`src/hw/rtl/ocp_pkg.sv`:
```
`default_nettype none

package ocp_pkg;

	// Default widths of the phase and of a coordinate.
	localparam int PHASE_BITS_DEF = 16;
	localparam int COORD_BITS_DEF = 24;

	// Fixed field widths.
	localparam int DIST_BITS   = 20;
	localparam int STEP_BITS   = 13;
	localparam int ZOOM_BITS   = 16;
	localparam int HEIGHT_BITS = 16;
	localparam int LIMIT_BITS  = 14;
	localparam int KEY_COUNT   = 6;

	// Configuration port.
	localparam int CFG_ADDR_BITS = 3;
	localparam int CFG_DATA_BITS = 20;

	localparam logic [CFG_ADDR_BITS-1:0] REG_ANGLE_STEP   = 3'd0;
	localparam logic [CFG_ADDR_BITS-1:0] REG_ZOOM_STEP    = 3'd1;
	localparam logic [CFG_ADDR_BITS-1:0] REG_HEIGHT_OFFS  = 3'd2;
	localparam logic [CFG_ADDR_BITS-1:0] REG_LAT_LIMIT    = 3'd3;
	localparam logic [CFG_ADDR_BITS-1:0] REG_MAX_DISTANCE = 3'd4;

	// Register reset values.
	localparam logic [STEP_BITS-1:0]   ANGLE_STEP_RST   = 13'd910;
	localparam logic [ZOOM_BITS-1:0]   ZOOM_STEP_RST    = 16'd1787;
	localparam logic [HEIGHT_BITS-1:0] HEIGHT_OFFS_RST  = 16'd3840;
	localparam logic [LIMIT_BITS-1:0]  LAT_LIMIT_RST    = 14'd16202;
	localparam logic [DIST_BITS-1:0]   MAX_DISTANCE_RST = 20'd1048575;
	localparam logic [DIST_BITS-1:0]   DISTANCE_RST     = 20'd12800;

	// Sine polynomial coefficients and limits.
	localparam logic [16:0] SIN_C1      = 17'd4640;
	localparam logic [16:0] SIN_C2      = 17'd42047;
	localparam logic [16:0] SIN_C3      = 17'd102944;
	localparam logic [15:0] SIN_MAX     = 16'd32767;
	localparam logic [14:0] QUARTER_14  = 15'd16384;
	localparam logic [15:0] QUARTER_PH  = 16'd16384;

	// Multiplier widths.
	localparam int MUL_A_BITS = 21;
	localparam int MUL_B_BITS = 18;
	localparam int PROD_BITS  = MUL_A_BITS + MUL_B_BITS;
	localparam int OFFS_BITS  = 21;

	// Datapath operations; each uses the shared multiplier once.
	typedef enum logic [2:0] {
		OP_U2,
		OP_P1,
		OP_P2,
		OP_R,
		OP_RAD,
		OP_DY,
		OP_DX,
		OP_DZ
	} op_t;

	// Angle slots of the sine results.
	localparam logic [1:0] ANG_SLAT = 2'd0;
	localparam logic [1:0] ANG_CLAT = 2'd1;
	localparam logic [1:0] ANG_SLON = 2'd2;
	localparam logic [1:0] ANG_CLON = 2'd3;

	// Commands from the controller to the datapath.
	typedef struct packed {
		logic       accept;
		logic       mul_en;
		logic       wb_en;
		logic       load_out;
		op_t        op;
		logic [1:0] ang;
	} ocp_cmd_t;

	// Status from the datapath to the controller.
	typedef struct packed {
		logic out_full;
	} ocp_sts_t;

endpackage

`default_nettype wire

```
`src/hw/rtl/ocp_ctrl.sv`:
```
`default_nettype none

module ocp_ctrl (
	input  wire logic             clk,
	input  wire logic             arst_n,
	input  wire logic             in_valid,
	output logic                  in_ready,
	input  wire ocp_pkg::ocp_sts_t sts,
	output ocp_pkg::ocp_cmd_t     cmd
);
	import ocp_pkg::*;

	typedef enum logic [1:0] {
		ST_IDLE,
		ST_MUL,
		ST_WB,
		ST_FINAL
	} state_t;

	state_t     state_q;
	op_t        op_q;
	logic [1:0] ang_q;

	assign in_ready = (state_q == ST_IDLE);

	// Commands follow the state directly.
	always_comb begin
		cmd          = '0;
		cmd.accept   = in_valid && (state_q == ST_IDLE);
		cmd.mul_en   = (state_q == ST_MUL);
		cmd.wb_en    = (state_q == ST_WB);
		cmd.load_out = (state_q == ST_FINAL) && !sts.out_full;
		cmd.op       = op_q;
		cmd.ang      = ang_q;
	end

	// Sequencer: four sine evaluations, then the four offset products.
	always_ff @(posedge clk or negedge arst_n) begin
		if (!arst_n) begin
			state_q <= ST_IDLE;
			op_q    <= OP_U2;
			ang_q   <= ANG_SLAT;
		end else begin
			unique case (state_q)
				ST_IDLE: begin
					if (in_valid) begin
						state_q <= ST_MUL;
						op_q    <= OP_U2;
						ang_q   <= ANG_SLAT;
					end
				end
				ST_MUL: begin
					state_q <= ST_WB;
				end
				ST_WB: begin
					// The last offset product ends the sequence.
					if (op_q == OP_DZ) begin
						state_q <= ST_FINAL;
					end else begin
						state_q <= ST_MUL;
					end
					unique case (op_q)
						OP_U2:  op_q <= OP_P1;
						OP_P1:  op_q <= OP_P2;
						OP_P2:  op_q <= OP_R;
						OP_R: begin
							if (ang_q == ANG_CLON) begin
								op_q <= OP_RAD;
							end else begin
								op_q  <= OP_U2;
								ang_q <= ang_q + 2'd1;
							end
						end
						OP_RAD: op_q <= OP_DY;
						OP_DY:  op_q <= OP_DX;
						OP_DX:  op_q <= OP_DZ;
						OP_DZ:  op_q <= OP_U2;
						default: op_q <= OP_U2;
					endcase
				end
				ST_FINAL: begin
					if (!sts.out_full) begin
						state_q <= ST_IDLE;
					end
				end
				default: state_q <= ST_IDLE;
			endcase
		end
	end

endmodule

`default_nettype wire

```
`src/hw/rtl/ocp_dp.sv`:
```
`default_nettype none

module ocp_dp #(
	parameter int PHASE_BITS = ocp_pkg::PHASE_BITS_DEF,
	parameter int COORD_BITS = ocp_pkg::COORD_BITS_DEF
) (
	input  wire logic                                clk,
	input  wire logic                                arst_n,
	input  wire logic                                cfg_wen,
	input  wire logic [ocp_pkg::CFG_ADDR_BITS-1:0]   cfg_addr,
	input  wire logic [ocp_pkg::CFG_DATA_BITS-1:0]   cfg_wdata,
	input  wire logic [ocp_pkg::KEY_COUNT-1:0]       keys,
	input  wire logic signed [COORD_BITS-1:0]        target_x,
	input  wire logic signed [COORD_BITS-1:0]        target_y,
	input  wire logic signed [COORD_BITS-1:0]        target_z,
	input  wire ocp_pkg::ocp_cmd_t                   cmd,
	output ocp_pkg::ocp_sts_t                        sts,
	output logic                                     out_valid,
	input  wire logic                                out_ready,
	output logic signed [COORD_BITS-1:0]             cam_x,
	output logic signed [COORD_BITS-1:0]             cam_y,
	output logic signed [COORD_BITS-1:0]             cam_z,
	output logic signed [COORD_BITS-1:0]             look_x,
	output logic signed [COORD_BITS-1:0]             look_y,
	output logic signed [COORD_BITS-1:0]             look_z
);
	import ocp_pkg::*;

	localparam int LW = ((PHASE_BITS > LIMIT_BITS) ? PHASE_BITS : LIMIT_BITS) + 2;
	localparam int SW = ((COORD_BITS > OFFS_BITS) ? COORD_BITS : OFFS_BITS) + 2;
	localparam logic signed [LW-1:0] HALF_MAX = LW'((2 ** (PHASE_BITS - 1)) - 1);
	localparam logic [PHASE_BITS-1:0] LAT_RST = PHASE_BITS'(2 ** (PHASE_BITS - 3));
	localparam logic [PHASE_BITS-1:0] LON_RST = PHASE_BITS'(2 ** (PHASE_BITS - 1));
	localparam logic signed [SW-1:0] SAT_HI =
		{{(SW - COORD_BITS + 1){1'b0}}, {(COORD_BITS - 1){1'b1}}};
	localparam logic signed [SW-1:0] SAT_LO =
		{{(SW - COORD_BITS + 1){1'b1}}, {(COORD_BITS - 1){1'b0}}};

	// Configuration registers.
	logic [STEP_BITS-1:0]   angle_step_q;
	logic [ZOOM_BITS-1:0]   zoom_step_q;
	logic [HEIGHT_BITS-1:0] height_q;
	logic [LIMIT_BITS-1:0]  lat_limit_q;
	logic [DIST_BITS-1:0]   max_dist_q;

	// Orbit state.
	logic signed [PHASE_BITS-1:0] lat_q;
	logic [PHASE_BITS-1:0]        lon_q;
	logic [DIST_BITS-1:0]         dist_q;

	// Item payload and intermediate results.
	logic signed [COORD_BITS-1:0] tx_q;
	logic signed [COORD_BITS-1:0] tz_q;
	logic signed [SW-1:0]         ty_q;
	logic [15:0]                  u2_q;
	logic [16:0]                  p_q;
	logic signed [15:0]           trig_q [4];
	logic signed [OFFS_BITS-1:0]  rad_q;
	logic signed [OFFS_BITS-1:0]  dy_q;
	logic signed [OFFS_BITS-1:0]  dx_q;
	logic signed [OFFS_BITS-1:0]  dz_q;
	logic signed [PROD_BITS-1:0]  prod_q;
	logic                         out_valid_q;

	always_ff @(posedge clk or negedge arst_n) begin
		if (!arst_n) begin
			angle_step_q <= ANGLE_STEP_RST;
			zoom_step_q  <= ZOOM_STEP_RST;
			height_q     <= HEIGHT_OFFS_RST;
			lat_limit_q  <= LAT_LIMIT_RST;
			max_dist_q   <= MAX_DISTANCE_RST;
		end else if (cfg_wen) begin
			unique case (cfg_addr)
				REG_ANGLE_STEP:   angle_step_q <= cfg_wdata[STEP_BITS-1:0];
				REG_ZOOM_STEP:    zoom_step_q  <= cfg_wdata[ZOOM_BITS-1:0];
				REG_HEIGHT_OFFS:  height_q     <= cfg_wdata[HEIGHT_BITS-1:0];
				REG_LAT_LIMIT:    lat_limit_q  <= cfg_wdata[LIMIT_BITS-1:0];
				REG_MAX_DISTANCE: max_dist_q   <= cfg_wdata[DIST_BITS-1:0];
				default: ;
			endcase
		end
	end

	// Latitude: up clamps from above, down from below, in that order.
	logic signed [LW-1:0] lim_cfg;
	logic signed [LW-1:0] lim;
	logic signed [LW-1:0] step_l;
	logic signed [LW-1:0] la0;
	logic signed [LW-1:0] la_up;
	logic signed [LW-1:0] la1;
	logic signed [LW-1:0] la_dn;
	logic signed [LW-1:0] la2;

	always_comb begin
		lim_cfg = {{(LW - LIMIT_BITS){1'b0}}, lat_limit_q};
		lim     = (lim_cfg < HALF_MAX) ? lim_cfg : HALF_MAX;
		step_l  = {{(LW - STEP_BITS){1'b0}}, angle_step_q};
		la0     = {{(LW - PHASE_BITS){lat_q[PHASE_BITS-1]}}, lat_q};
		la_up   = la0 + step_l;
		la1     = keys[0] ? ((la_up >= lim) ? lim : la_up) : la0;
		la_dn   = la1 - step_l;
		la2     = keys[1] ? ((la_dn <= -lim) ? -lim : la_dn) : la1;
	end

	// Longitude wraps over one turn.
	logic [PHASE_BITS-1:0] step_p;
	logic [PHASE_BITS-1:0] lo1;
	logic [PHASE_BITS-1:0] lo2;

	always_comb begin
		step_p = PHASE_BITS'(angle_step_q);
		lo1    = keys[2] ? (lon_q + step_p) : lon_q;
		lo2    = keys[3] ? (lo1 - step_p) : lo1;
	end

	// Distance saturates at max_distance going out and at zero going in.
	logic [DIST_BITS:0]   d_sum;
	logic [DIST_BITS-1:0] d1;
	logic [DIST_BITS-1:0] d2;
	logic [DIST_BITS-1:0] zoom_d;

	always_comb begin
		zoom_d = {{(DIST_BITS - ZOOM_BITS){1'b0}}, zoom_step_q};
		d_sum  = {1'b0, dist_q} + {1'b0, zoom_d};
		if (keys[4]) begin
			d1 = (d_sum > {1'b0, max_dist_q}) ? max_dist_q : d_sum[DIST_BITS-1:0];
		end else begin
			d1 = dist_q;
		end
		d2 = keys[5] ? ((d1 > zoom_d) ? (d1 - zoom_d) : '0) : d1;
	end

	always_ff @(posedge clk or negedge arst_n) begin
		if (!arst_n) begin
			lat_q  <= LAT_RST;
			lon_q  <= LON_RST;
			dist_q <= DISTANCE_RST;
		end else if (cmd.accept) begin
			lat_q  <= la2[PHASE_BITS-1:0];
			lon_q  <= lo2;
			dist_q <= d2;
		end
	end

	// Target capture, with the height offset added to y.
	always_ff @(posedge clk) begin
		if (cmd.accept) begin
			tx_q <= target_x;
			tz_q <= target_z;
			ty_q <= {{(SW - COORD_BITS){target_y[COORD_BITS-1]}}, target_y}
				+ {{(SW - HEIGHT_BITS){1'b0}}, height_q};
		end
	end

	// Angles scaled to a 16-bit phase.
	logic [15:0] lat16;
	logic [15:0] lon16;

	generate
		if (PHASE_BITS >= 16) begin : g_ph_wide
			assign lat16 = lat_q[PHASE_BITS-1 -: 16];
			assign lon16 = lon_q[PHASE_BITS-1 -: 16];
		end else begin : g_ph_narrow
			assign lat16 = {lat_q, {(16 - PHASE_BITS){1'b0}}};
			assign lon16 = {lon_q, {(16 - PHASE_BITS){1'b0}}};
		end
	endgenerate

	// Fold the selected angle into the first quadrant.
	logic [15:0] ph;
	logic [1:0]  quad;
	logic [14:0] fold;
	logic [15:0] u;

	always_comb begin
		ph   = (cmd.ang[1] ? lon16 : lat16) + (cmd.ang[0] ? QUARTER_PH : 16'd0);
		quad = ph[15:14];
		fold = quad[0] ? (QUARTER_14 - {1'b0, ph[13:0]}) : {1'b0, ph[13:0]};
		u    = {fold, 1'b0};
	end

	// Shared multiplier operands.
	logic signed [MUL_A_BITS-1:0] mul_a;
	logic signed [MUL_B_BITS-1:0] mul_b;

	always_comb begin
		unique case (cmd.op)
			OP_U2: begin
				mul_a = {{(MUL_A_BITS - 16){1'b0}}, u};
				mul_b = {{(MUL_B_BITS - 16){1'b0}}, u};
			end
			OP_P1: begin
				mul_a = {{(MUL_A_BITS - 16){1'b0}}, u2_q};
				mul_b = {{(MUL_B_BITS - 17){1'b0}}, SIN_C1};
			end
			OP_P2: begin
				mul_a = {{(MUL_A_BITS - 16){1'b0}}, u2_q};
				mul_b = {{(MUL_B_BITS - 17){1'b0}}, p_q};
			end
			OP_R: begin
				mul_a = {{(MUL_A_BITS - 16){1'b0}}, u};
				mul_b = {{(MUL_B_BITS - 17){1'b0}}, p_q};
			end
			OP_RAD: begin
				mul_a = {{(MUL_A_BITS - DIST_BITS){1'b0}}, dist_q};
				mul_b = {{(MUL_B_BITS - 16){trig_q[ANG_CLAT][15]}}, trig_q[ANG_CLAT]};
			end
			OP_DY: begin
				mul_a = {{(MUL_A_BITS - DIST_BITS){1'b0}}, dist_q};
				mul_b = {{(MUL_B_BITS - 16){trig_q[ANG_SLAT][15]}}, trig_q[ANG_SLAT]};
			end
			OP_DX: begin
				mul_a = rad_q;
				mul_b = {{(MUL_B_BITS - 16){trig_q[ANG_SLON][15]}}, trig_q[ANG_SLON]};
			end
			OP_DZ: begin
				mul_a = rad_q;
				mul_b = {{(MUL_B_BITS - 16){trig_q[ANG_CLON][15]}}, trig_q[ANG_CLON]};
			end
			default: begin
				mul_a = '0;
				mul_b = '0;
			end
		endcase
	end

	always_ff @(posedge clk) begin
		if (cmd.mul_en) begin
			prod_q <= mul_a * mul_b;
		end
	end

	// Product post-processing; the arithmetic shift rounds toward minus infinity.
	logic signed [PROD_BITS-1:0] prod_sh;
	logic [15:0]                 r_raw;
	logic [15:0]                 r_cap;
	logic signed [15:0]          sin_val;

	always_comb begin
		prod_sh = prod_q >>> 15;
		r_raw   = prod_q[31:16];
		r_cap   = (r_raw > SIN_MAX) ? SIN_MAX : r_raw;
		sin_val = quad[1] ? -$signed(r_cap) : $signed(r_cap);
	end

	always_ff @(posedge clk) begin
		if (cmd.wb_en) begin
			unique case (cmd.op)
				OP_U2:  u2_q <= prod_q[30:15];
				OP_P1:  p_q  <= SIN_C2 - {4'b0, prod_q[27:15]};
				OP_P2:  p_q  <= SIN_C3 - {1'b0, prod_q[30:15]};
				OP_R:   trig_q[cmd.ang] <= sin_val;
				OP_RAD: rad_q <= prod_sh[OFFS_BITS-1:0];
				OP_DY:  dy_q  <= prod_sh[OFFS_BITS-1:0];
				OP_DX:  dx_q  <= prod_sh[OFFS_BITS-1:0];
				OP_DZ:  dz_q  <= prod_sh[OFFS_BITS-1:0];
				default: ;
			endcase
		end
	end

	function automatic logic signed [COORD_BITS-1:0] sat_coord(input logic signed [SW-1:0] v);
		logic signed [COORD_BITS-1:0] res;
		if (v > SAT_HI) begin
			res = SAT_HI[COORD_BITS-1:0];
		end else if (v < SAT_LO) begin
			res = SAT_LO[COORD_BITS-1:0];
		end else begin
			res = v[COORD_BITS-1:0];
		end
		return res;
	endfunction

	// Final sums, each formed wide and saturated once.
	logic signed [SW-1:0] tx_w;
	logic signed [SW-1:0] tz_w;
	logic signed [SW-1:0] sum_x;
	logic signed [SW-1:0] sum_y;
	logic signed [SW-1:0] sum_z;

	always_comb begin
		tx_w  = {{(SW - COORD_BITS){tx_q[COORD_BITS-1]}}, tx_q};
		tz_w  = {{(SW - COORD_BITS){tz_q[COORD_BITS-1]}}, tz_q};
		sum_x = tx_w + {{(SW - OFFS_BITS){dx_q[OFFS_BITS-1]}}, dx_q};
		sum_y = ty_q + {{(SW - OFFS_BITS){dy_q[OFFS_BITS-1]}}, dy_q};
		sum_z = tz_w + {{(SW - OFFS_BITS){dz_q[OFFS_BITS-1]}}, dz_q};
	end

	// Output register; it holds a result until the transfer completes.
	always_ff @(posedge clk) begin
		if (cmd.load_out) begin
			cam_x  <= sat_coord(sum_x);
			cam_y  <= sat_coord(sum_y);
			cam_z  <= sat_coord(sum_z);
			look_x <= tx_q;
			look_y <= sat_coord(ty_q);
			look_z <= tz_q;
		end
	end

	always_ff @(posedge clk or negedge arst_n) begin
		if (!arst_n) begin
			out_valid_q <= 1'b0;
		end else if (cmd.load_out) begin
			out_valid_q <= 1'b1;
		end else if (out_ready) begin
			out_valid_q <= 1'b0;
		end
	end

	assign out_valid    = out_valid_q;
	assign sts.out_full = out_valid_q && !out_ready;

endmodule

`default_nettype wire

```
`src/hw/rtl/orbit_camera_position_unit.sv`:
```
// Items are processed one at a time: a new input is taken only in the idle state,
// since the single shared multiplier runs twenty operations (four sine
// polynomials and four offset products) for each item. The output register lets
// the next item in while a result waits.
// Reset: arst_n clears the controller, the output valid, the orbit state
// (latitude 45 degrees, longitude 180 degrees, distance 50.0) and the configuration registers.
`default_nettype none

module orbit_camera_position_unit #(
	parameter int PHASE_BITS = ocp_pkg::PHASE_BITS_DEF,
	parameter int COORD_BITS = ocp_pkg::COORD_BITS_DEF
) (
	input  wire logic                                   clk,
	input  wire logic                                   arst_n,
	// Configuration write port.
	input  wire logic                                   cfg_wen,
	input  wire logic [ocp_pkg::CFG_ADDR_BITS-1:0]      cfg_addr,
	input  wire logic [ocp_pkg::CFG_DATA_BITS-1:0]      cfg_wdata,
	// Input stream.
	input  wire logic                                   s_axis_tvalid,
	output logic                                        s_axis_tready,
	// key_up, key_down, key_left, key_right, zoom_out, zoom_in,
	// target_x, target_y, target_z
	input  wire logic [((ocp_pkg::KEY_COUNT + 3 * COORD_BITS + 7) / 8) * 8 - 1:0]
	                                                    s_axis_tdata,
	// Output stream.
	output logic                                        m_axis_tvalid,
	input  wire logic                                   m_axis_tready,
	// cam_x, cam_y, cam_z, look_x, look_y, look_z
	output logic [((6 * COORD_BITS + 7) / 8) * 8 - 1:0] m_axis_tdata
);
	import ocp_pkg::*;

	localparam int OUT_W = ((6 * COORD_BITS + 7) / 8) * 8;
	localparam int TX_LO = KEY_COUNT;
	localparam int TY_LO = KEY_COUNT + COORD_BITS;
	localparam int TZ_LO = KEY_COUNT + 2 * COORD_BITS;

	ocp_cmd_t cmd;
	ocp_sts_t sts;

	logic signed [COORD_BITS-1:0] cam_x;
	logic signed [COORD_BITS-1:0] cam_y;
	logic signed [COORD_BITS-1:0] cam_z;
	logic signed [COORD_BITS-1:0] look_x;
	logic signed [COORD_BITS-1:0] look_y;
	logic signed [COORD_BITS-1:0] look_z;

	ocp_ctrl u_ctrl (
		.clk      (clk),
		.arst_n   (arst_n),
		.in_valid (s_axis_tvalid),
		.in_ready (s_axis_tready),
		.sts      (sts),
		.cmd      (cmd)
	);

	ocp_dp #(
		.PHASE_BITS (PHASE_BITS),
		.COORD_BITS (COORD_BITS)
	) u_dp (
		.clk       (clk),
		.arst_n    (arst_n),
		.cfg_wen   (cfg_wen),
		.cfg_addr  (cfg_addr),
		.cfg_wdata (cfg_wdata),
		.keys      (s_axis_tdata[KEY_COUNT-1:0]),
		.target_x  (s_axis_tdata[TX_LO +: COORD_BITS]),
		.target_y  (s_axis_tdata[TY_LO +: COORD_BITS]),
		.target_z  (s_axis_tdata[TZ_LO +: COORD_BITS]),
		.cmd       (cmd),
		.sts       (sts),
		.out_valid (m_axis_tvalid),
		.out_ready (m_axis_tready),
		.cam_x     (cam_x),
		.cam_y     (cam_y),
		.cam_z     (cam_z),
		.look_x    (look_x),
		.look_y    (look_y),
		.look_z    (look_z)
	);

	// Pack the result fields, cam_x in the lowest bits.
	assign m_axis_tdata = OUT_W'({look_z, look_y, look_x, cam_z, cam_y, cam_x});

`ifndef SYNTHESIS
	// A result is loaded only into a free output register.
	a_load_free: assert property (@(posedge clk) disable iff (!arst_n)
		cmd.load_out |-> !sts.out_full)
		else $error("result loaded over a pending output");

	// A loaded result is offered on the next cycle.
	a_load_valid: assert property (@(posedge clk) disable iff (!arst_n)
		cmd.load_out |=> m_axis_tvalid)
		else $error("loaded result not offered");

	// After an input transfer the block is busy.
	a_busy: assert property (@(posedge clk) disable iff (!arst_n)
		cmd.accept |=> !s_axis_tready)
		else $error("input taken while an item is in progress");

	// Multiply and write-back never share a cycle.
	a_phase: assert property (@(posedge clk) disable iff (!arst_n)
		!(cmd.mul_en && cmd.wb_en))
		else $error("multiply and write-back overlap");
`endif

endmodule

`default_nettype wire
```
`config.mk`:
```
export PLATFORM = sky130hd
export DESIGN_NAME = orbit_camera_position_unit
export DESIGN_NICKNAME = d
export VERILOG_FILES = /design/src/hw/rtl/ocp_pkg.sv /design/src/hw/rtl/ocp_ctrl.sv /design/src/hw/rtl/ocp_dp.sv /design/src/hw/rtl/orbit_camera_position_unit.sv
export SDC_FILE = /design/constraint.sdc
export NUM_CORES = 2
export LEC_CHECK = 0
export ABC_AREA = 1
export BUFFER_PORTS_ARGS = -buffer_cell sky130_fd_sc_hd__clkbuf_2
export CORE_ASPECT_RATIO = 1.1
export CORE_MARGIN = 5
export CORE_UTILIZATION = 68
export DETAILED_ROUTE_END_ITERATION = 7
export PLACE_DENSITY = 0.95
export SYNTH_ARGS = -nofsm -noshare
export SYNTH_HDL_FRONTEND = slang
export SYNTH_SLANG_ARGS = --single-unit
```
`constraint.sdc`:
```
create_clock -name clk -period 18.31 [get_ports clk]
set_clock_uncertainty 0.1 [all_clocks]
set_input_delay 0.9155 -clock clk [delete_from_list [all_inputs] [get_ports clk]]
set_output_delay 0.9155 -clock clk [all_outputs]
set_load 0.02 [all_outputs]
```
-- Word level (Yosys, flattened, before mapping)
Memories as Yosys holds them, arrays and structs flattened.
Index checks and enable logic that the tools add are counted.
- flip-flop bits (word level): 510
- latch bits: 0
- bits in writable memories: 64
- memory bits (read-only): 0
- output and inout port bits: 146
- word-level logic and storage cells: 148
- memories: 1
- memories (memory ; depth ; width ; read ports ; clocked after Yosys merged registers in ; wr ports ; RTL line ; text):
    u_dp.trig_q ; 4 ; 16 ; 4 ; 0 ; 1 ; ocp_dp.sv:57 ; logic signed [15:0] trig_q [4];
- $add $sub $neg: 17
- multipliers: 1
- div/mod/pow operators: 0
- $lt $le $gt $ge: 13
- equality and inequality tests: 19
- shifts and indexed selects: 0
- mux-type cells: 39
- bitwise operators: 0
- reductions and logical operators: 30
- operator list (cell ; count):
    18-bit case mux with 7 select lines ; 1
    16-bit two-way mux ; 7
    26-bit by 24-bit greater-than comparator with 1-bit output (second input constant) ; 4
    26-bit by 24-bit less-than comparator with 1-bit output (second input constant) ; 4
    24-bit two-way mux ; 4
    21-bit case mux with 4 select lines ; 1
    20-bit two-way mux ; 4
    24-bit by 21-bit adder with 25-bit output ; 2
    21-bit by 18-bit multiplier with 36-bit output ; 1
    18-bit two-way mux ; 2
    17-bit case mux with 2 select lines ; 1
    15-bit two-way mux ; 2
    26-bit adder ; 1
    2-bit AND reduction ; 13
    24-bit by 17-bit adder with 25-bit output ; 1
    3-bit case mux with 8 select lines ; 1
    20-bit by 16-bit adder with 21-bit output ; 1
    21-bit by 20-bit greater-than comparator with 1-bit output ; 1
    20-bit by 16-bit greater-than comparator with 1-bit output ; 1
    20-bit by 16-bit subtractor with 20-bit output ; 1
    18-bit by 15-bit >= comparator with 1-bit output ; 1
    18-bit less-or-equal comparator ; 1
    14-bit negator with 18-bit output ; 1
    18-bit by 14-bit subtractor with 18-bit output ; 1
    30 further kinds ; 62

-- Longest topological paths before layout
- depth in word-level cells: 8
- depth in mapped cells: 51
- gate-level depth less buffers: 51

-- Cells and area by module
From an unflattened synthesis, not the netlist that was laid out.
- cell total of the unflattened synthesis: 5007
- area total of the unflattened synthesis: 44958.1 um^2
- modules (own cells, without submodules) (module ; times used ; cells each ; area an instance (um^2) ; sequential area each (um^2)):
    ocp_dp ; 1 ; 4961 ; 44585.3 ; 15951.5
    ocp_ctrl ; 1 ; 46 ; 372.9 ; 175.2

-- Worst setup path before layout
OpenSTA, ideal clock, no wires.
- path type: input -> register
- from: input port m_axis_tready
- to: register u_dp.cam_x[0] (enable)
- setup time: 653 ps
- arrival: 7002 ps
- data required time: 17557 ps
- setup slack: 10555 ps
- cell stages on the path: 2
- path buffers: 0
- path through: nor2_1 -> nor2_1
- RTL lines (what ; RTL line ; text):
    start: declaration ; orbit_camera_position_unit.sv:28 ; input wire logic m_axis_tready,
    end signal: assignment ; ocp_dp.sv:292 ; cam_x <= sat_coord(sum_x);
    end: declaration ; ocp_dp.sv:20 ; output logic signed [COORD_BITS-1:0] cam_x,

-- Final worst setup path
- from: register u_ctrl.op_q[0]
- to: register u_dp.prod_q[35] (data pin)
- longest elaborated chain between the ends: 4
- elaborated cells on any way between the ends: 16
- classes of those cells: mul: 1; eq/ne: 7; mux: 2; reduce/logical: 6
- ends and longest elaborated chain (what ; RTL line ; text):
    start: declaration ; ocp_ctrl.sv:21 ; op_t op_q;
    start signal: assignment ; ocp_ctrl.sv:41 ; op_q <= OP_U2;
    start signal: assignment ; ocp_ctrl.sv:48 ; op_q <= OP_U2;
    start signal: assignment ; ocp_ctrl.sv:63 ; OP_U2: op_q <= OP_P1;
    3-bit by 2-bit == test with 1-bit output (tied with other cells) ; ocp_dp.sv:187 ; unique case (cmd.op)
    2-bit OR reduction (no line) ; n/a ;
    18-bit case mux with 7 select lines or 21-bit case mux with 4 select lines (tied branches) ; ocp_dp.sv:187 ;
    21-bit by 18-bit multiplier with 36-bit output (*) ; ocp_dp.sv:229 ; prod_q <= mul_a * mul_b;
    end signal: assignment ; ocp_dp.sv:229 ;
    end: declaration ; ocp_dp.sv:62 ; logic signed [PROD_BITS-1:0] prod_q;
Every way passes the cells marked *; elsewhere a longest branch is shown, timed or not.
A chain may end at the register's enable or synchronous reset.

==> qor.tcl <==
set qor(min_path_type) {input port to asynchronous set/reset pin}
set qor(cts_buffers) 57
set qor(initial_utilization_pct) 68.75
set qor(final_weighted_congestion_in_routability_driven_placement) 0.9907
set qor(clk_pin_slew_worst_paths_ns) 0.07
set qor(drt-wirelength-per-cell_um) 21.71
set qor(final_setup_fails) 0
set qor(max_freq_mhz) 103.0
set qor(antenna_found_initial) 1
set qor(grt_pass1_vias) 38660
set qor(synthesized_instance_count) 4935
set qor(met3_wire_len_um) 15220
set qor(grt_pass1_wl_um) 202700
set qor(clock_path_buffers) 3
set qor(fp.coreArea_sq_mm) 0.06511
set qor(die_area_sq_mm) 0.07106
set qor(synth_seq_cells) 558
set qor(total_routing_resource_utilization_after_global_routing_pct) 36.30
set qor(io_pins) 254
set qor(postSynth.asyncResetShare_pct) 24.91
set qor(synth-warning-count) 0
set qor(routed_wl_um) 131100
set qor(crit_fanout) 23
set qor(run_status) {finished, violations left}
set qor(drt_drc_violations_left) 1
set qor(slew_headroom_pct) 23.66
set qor(cpPeakStageDelay_ns) 0.71
set qor(synthFlopType) {sky130_fd_sc_hd__edfxtp_1}
set qor(postLayoutCoreUtil_pct) 74.63
set qor(die_height_um) 279.1
set qor(drive_above_1_share_pct) 9.418
set qor(cp.arrival_ns) 9.98
set qor(final.period_utilization_pct) 53.00
set qor(final.setup.worst_slack_ns) 8.605
set qor(via_per_inst) 6.243
set qor(topRoutingLayerUsed) {met5}
set qor(synth_sequential_area_ratio_pct) 36.03
set qor(violations) {design-rule violations}
set qor(cts_resized) 0
set qor(cts.repair_timing.setup_buffer_count) 0
set qor(timing.critical_path.mode_cell) {sky130_fd_sc_hd__nand2_1}
set qor(regToRegEndpoint) {u_dp.prod_q[35]}
set qor(cts.sinks) 558
set qor(critPathRequiredTime_ns) 18.58
set qor(m1WireLength_um) 43410
set qor(end_kind) {register}
set qor(detailedPlacementHpwl_um) 99480
set qor(critical_path.startpoint_type) {register}
set qor(tritoncts) {yes}
set qor(row_count) 98
set qor(io_buffer_count) 251
set qor(detail_route.first_pass.iterations) 8
set qor(clockRootBuffer) {sky130_fd_sc_hd__clkbuf_16}
set qor(most-common-layout-cells) {sky130_fd_sc_hd__nand2_1 (1038), sky130_fd_sc_hd__inv_1 (759), sky130_fd_sc_hd__edfxtp_1 (419)}
set qor(detailedRoute.firstIterationViolations) 4220
set qor(die_x_um) 254.6
set qor(detailroute.via_count) 37720
set qor(routed-wl-met2_um) 61930
set qor(synth_fp_nets) 5735
set qor(worstSetupPathType) {register to register}
set qor(r2r_setup_slack_ns) 8.61
set qor(rr_startpoint) {u_ctrl.op_q[0]}
set qor(grt_max_degree) 78
set qor(worst_pin_slew_ns) 1.137
set qor(layout_commonest_cell) {sky130_fd_sc_hd__nand2_1}
set qor(synthesis.area_sq_mm) 0.04476
set qor(cts-htree-levels) 2
set qor(worstSkewPairLatency_ns) 0.65
set qor(count_of_cells_along_the_worst_register_to_register_path) 31
set qor(number_of_hold_violations_in_the_final_report) 0
set qor(rsz0062_at_grt) {no}
set qor(preCtsSetupSlack_ns) 8.965
set qor(ant_nets) 0
set qor(final.min_clock_period_ns) 9.705
set qor(average_size_of_a_mapped_cell_sq_um) 9.070
set qor(worst_hold_slack_ns) 0.2212
set qor(timing.max_cap.violations) 0
set qor(layout-area-overhead-vs-synth_pct) 8.562
set qor(synth_enable_flop_cells) 419
set qor(finalNetCount) 5945
set qor(timing.final.max_slew_violations) 0
set qor(hold_buffers) 0
set qor(synth.lib_cells_used.distinct) 70
set qor(insertedDiodeCount) 0
set qor(setup-tns-final_ns) 0
set qor(critical_path_slowest_stage_cell) {sky130_fd_sc_hd__clkinv_1}
set qor(grt_overflow_total) 0
==> worst max-delay path: cells and delay by family, from the launching register on <==
kind                       cells  cell delay, ns
and+or+nand+nor               12            3.22
buffers and inverters          7            1.31
adders and majority gates      8            3.51
DFF                            1            0.39
AOI/OAI and AO/OA              4            0.89
==> logic make-up (layout without fill, tap and decap cells) <==
logic type	count (synthesis)	in the layout	synth area share, %
flip-flops	558	558	36.03
AND/OR/NAND/NOR	1648	1648	14.91
AO/OA/AOI/OAI	889	889	11.26
adder cells (fa/ha/maj)	692	692	25.43
XOR/XNOR	231	231	4.520
buffers and inverters	917	1174	7.855
==> per-stage QoR <==
stage / cells / area (sq um)
floorplan: 4935 / 44760
finish: 6042 / 48590
CTS: 6042 / 48590
global route: 6042 / 48590
detailed placement: 5936 / 46800
global placement: 5936 / 46800
==> synth_stat cells, drive strengths merged, types with 39 or more instances <==
| cell type | n | area, sq um |
|---|---|---|
| a21oi | 318 | 1610 |
| a31oi | 39 | 244.0 |
| clkbuf | 101 | 381.6 |
| dfrtp | 86 | 2152 |
| dfstp | 53 | 1393 |
| edfxtp | 419 | 12580 |
| fa | 363 | 7267 |
| ha | 329 | 4116 |
| inv | 774 | 2913 |
| nand2 | 1040 | 3909 |
| nand3 | 123 | 625.6 |
| nand4 | 39 | 250.2 |
| nor2 | 376 | 1443 |
| o21ai | 377 | 1939 |
| xnor2 | 84 | 735.7 |
| xor2 | 147 | 1287 |
==> state kept, by name, summed over array words and instances (netlist names), 24 cells and up <==
signal,cells
u_dp.trig_q,64
u_dp.ty_q,25
u_dp.cam_x,24
u_dp.cam_y,24
u_dp.cam_z,24
u_dp.look_x,24
u_dp.look_y,24
u_dp.look_z,24
u_dp.tx_q,24
u_dp.tz_q,24
==> routing by layer <==
metal / vias up / GRT usage [%]
li1: 16580 / -
met4: 2 / 22.44
met5: - / 0
met1: 17720 / 43.44
met2: 2671 / 60.52
met3: 750 / 7.219
==> worst max path at each step <==
stage,startpoint,end,slack [ns],depth (start not counted)
after global routing,u_ctrl.op_q[0],u_dp.prod_q[35],8.09,29
after floorplan,m_axis_tready,u_dp.cam_x[0],10.56,2
after CTS,u_ctrl.op_q[0],u_dp.prod_q[35],8.87,29
final,u_ctrl.op_q[0],u_dp.prod_q[35],8.61,31
after detailed placement,u_ctrl.op_q[0],u_dp.prod_q[35],8.97,29
after global placement,u_ctrl.op_q[0],u_dp.prod_q[35],9.17,29
==> final cells by class <==
cell class	instances	area [sq um]
multi-input combinational	3460	25150
fill	4184	16520
sequential	558	16130
inverter	784	2953
timing repair buffer	284	1510
clock buffer	66	1470
tap	850	1064
clock inverter	40	319.1
Power is not shown: default switching activity piles up to over one toggle a cycle in this logic, so the estimate is an artifact.
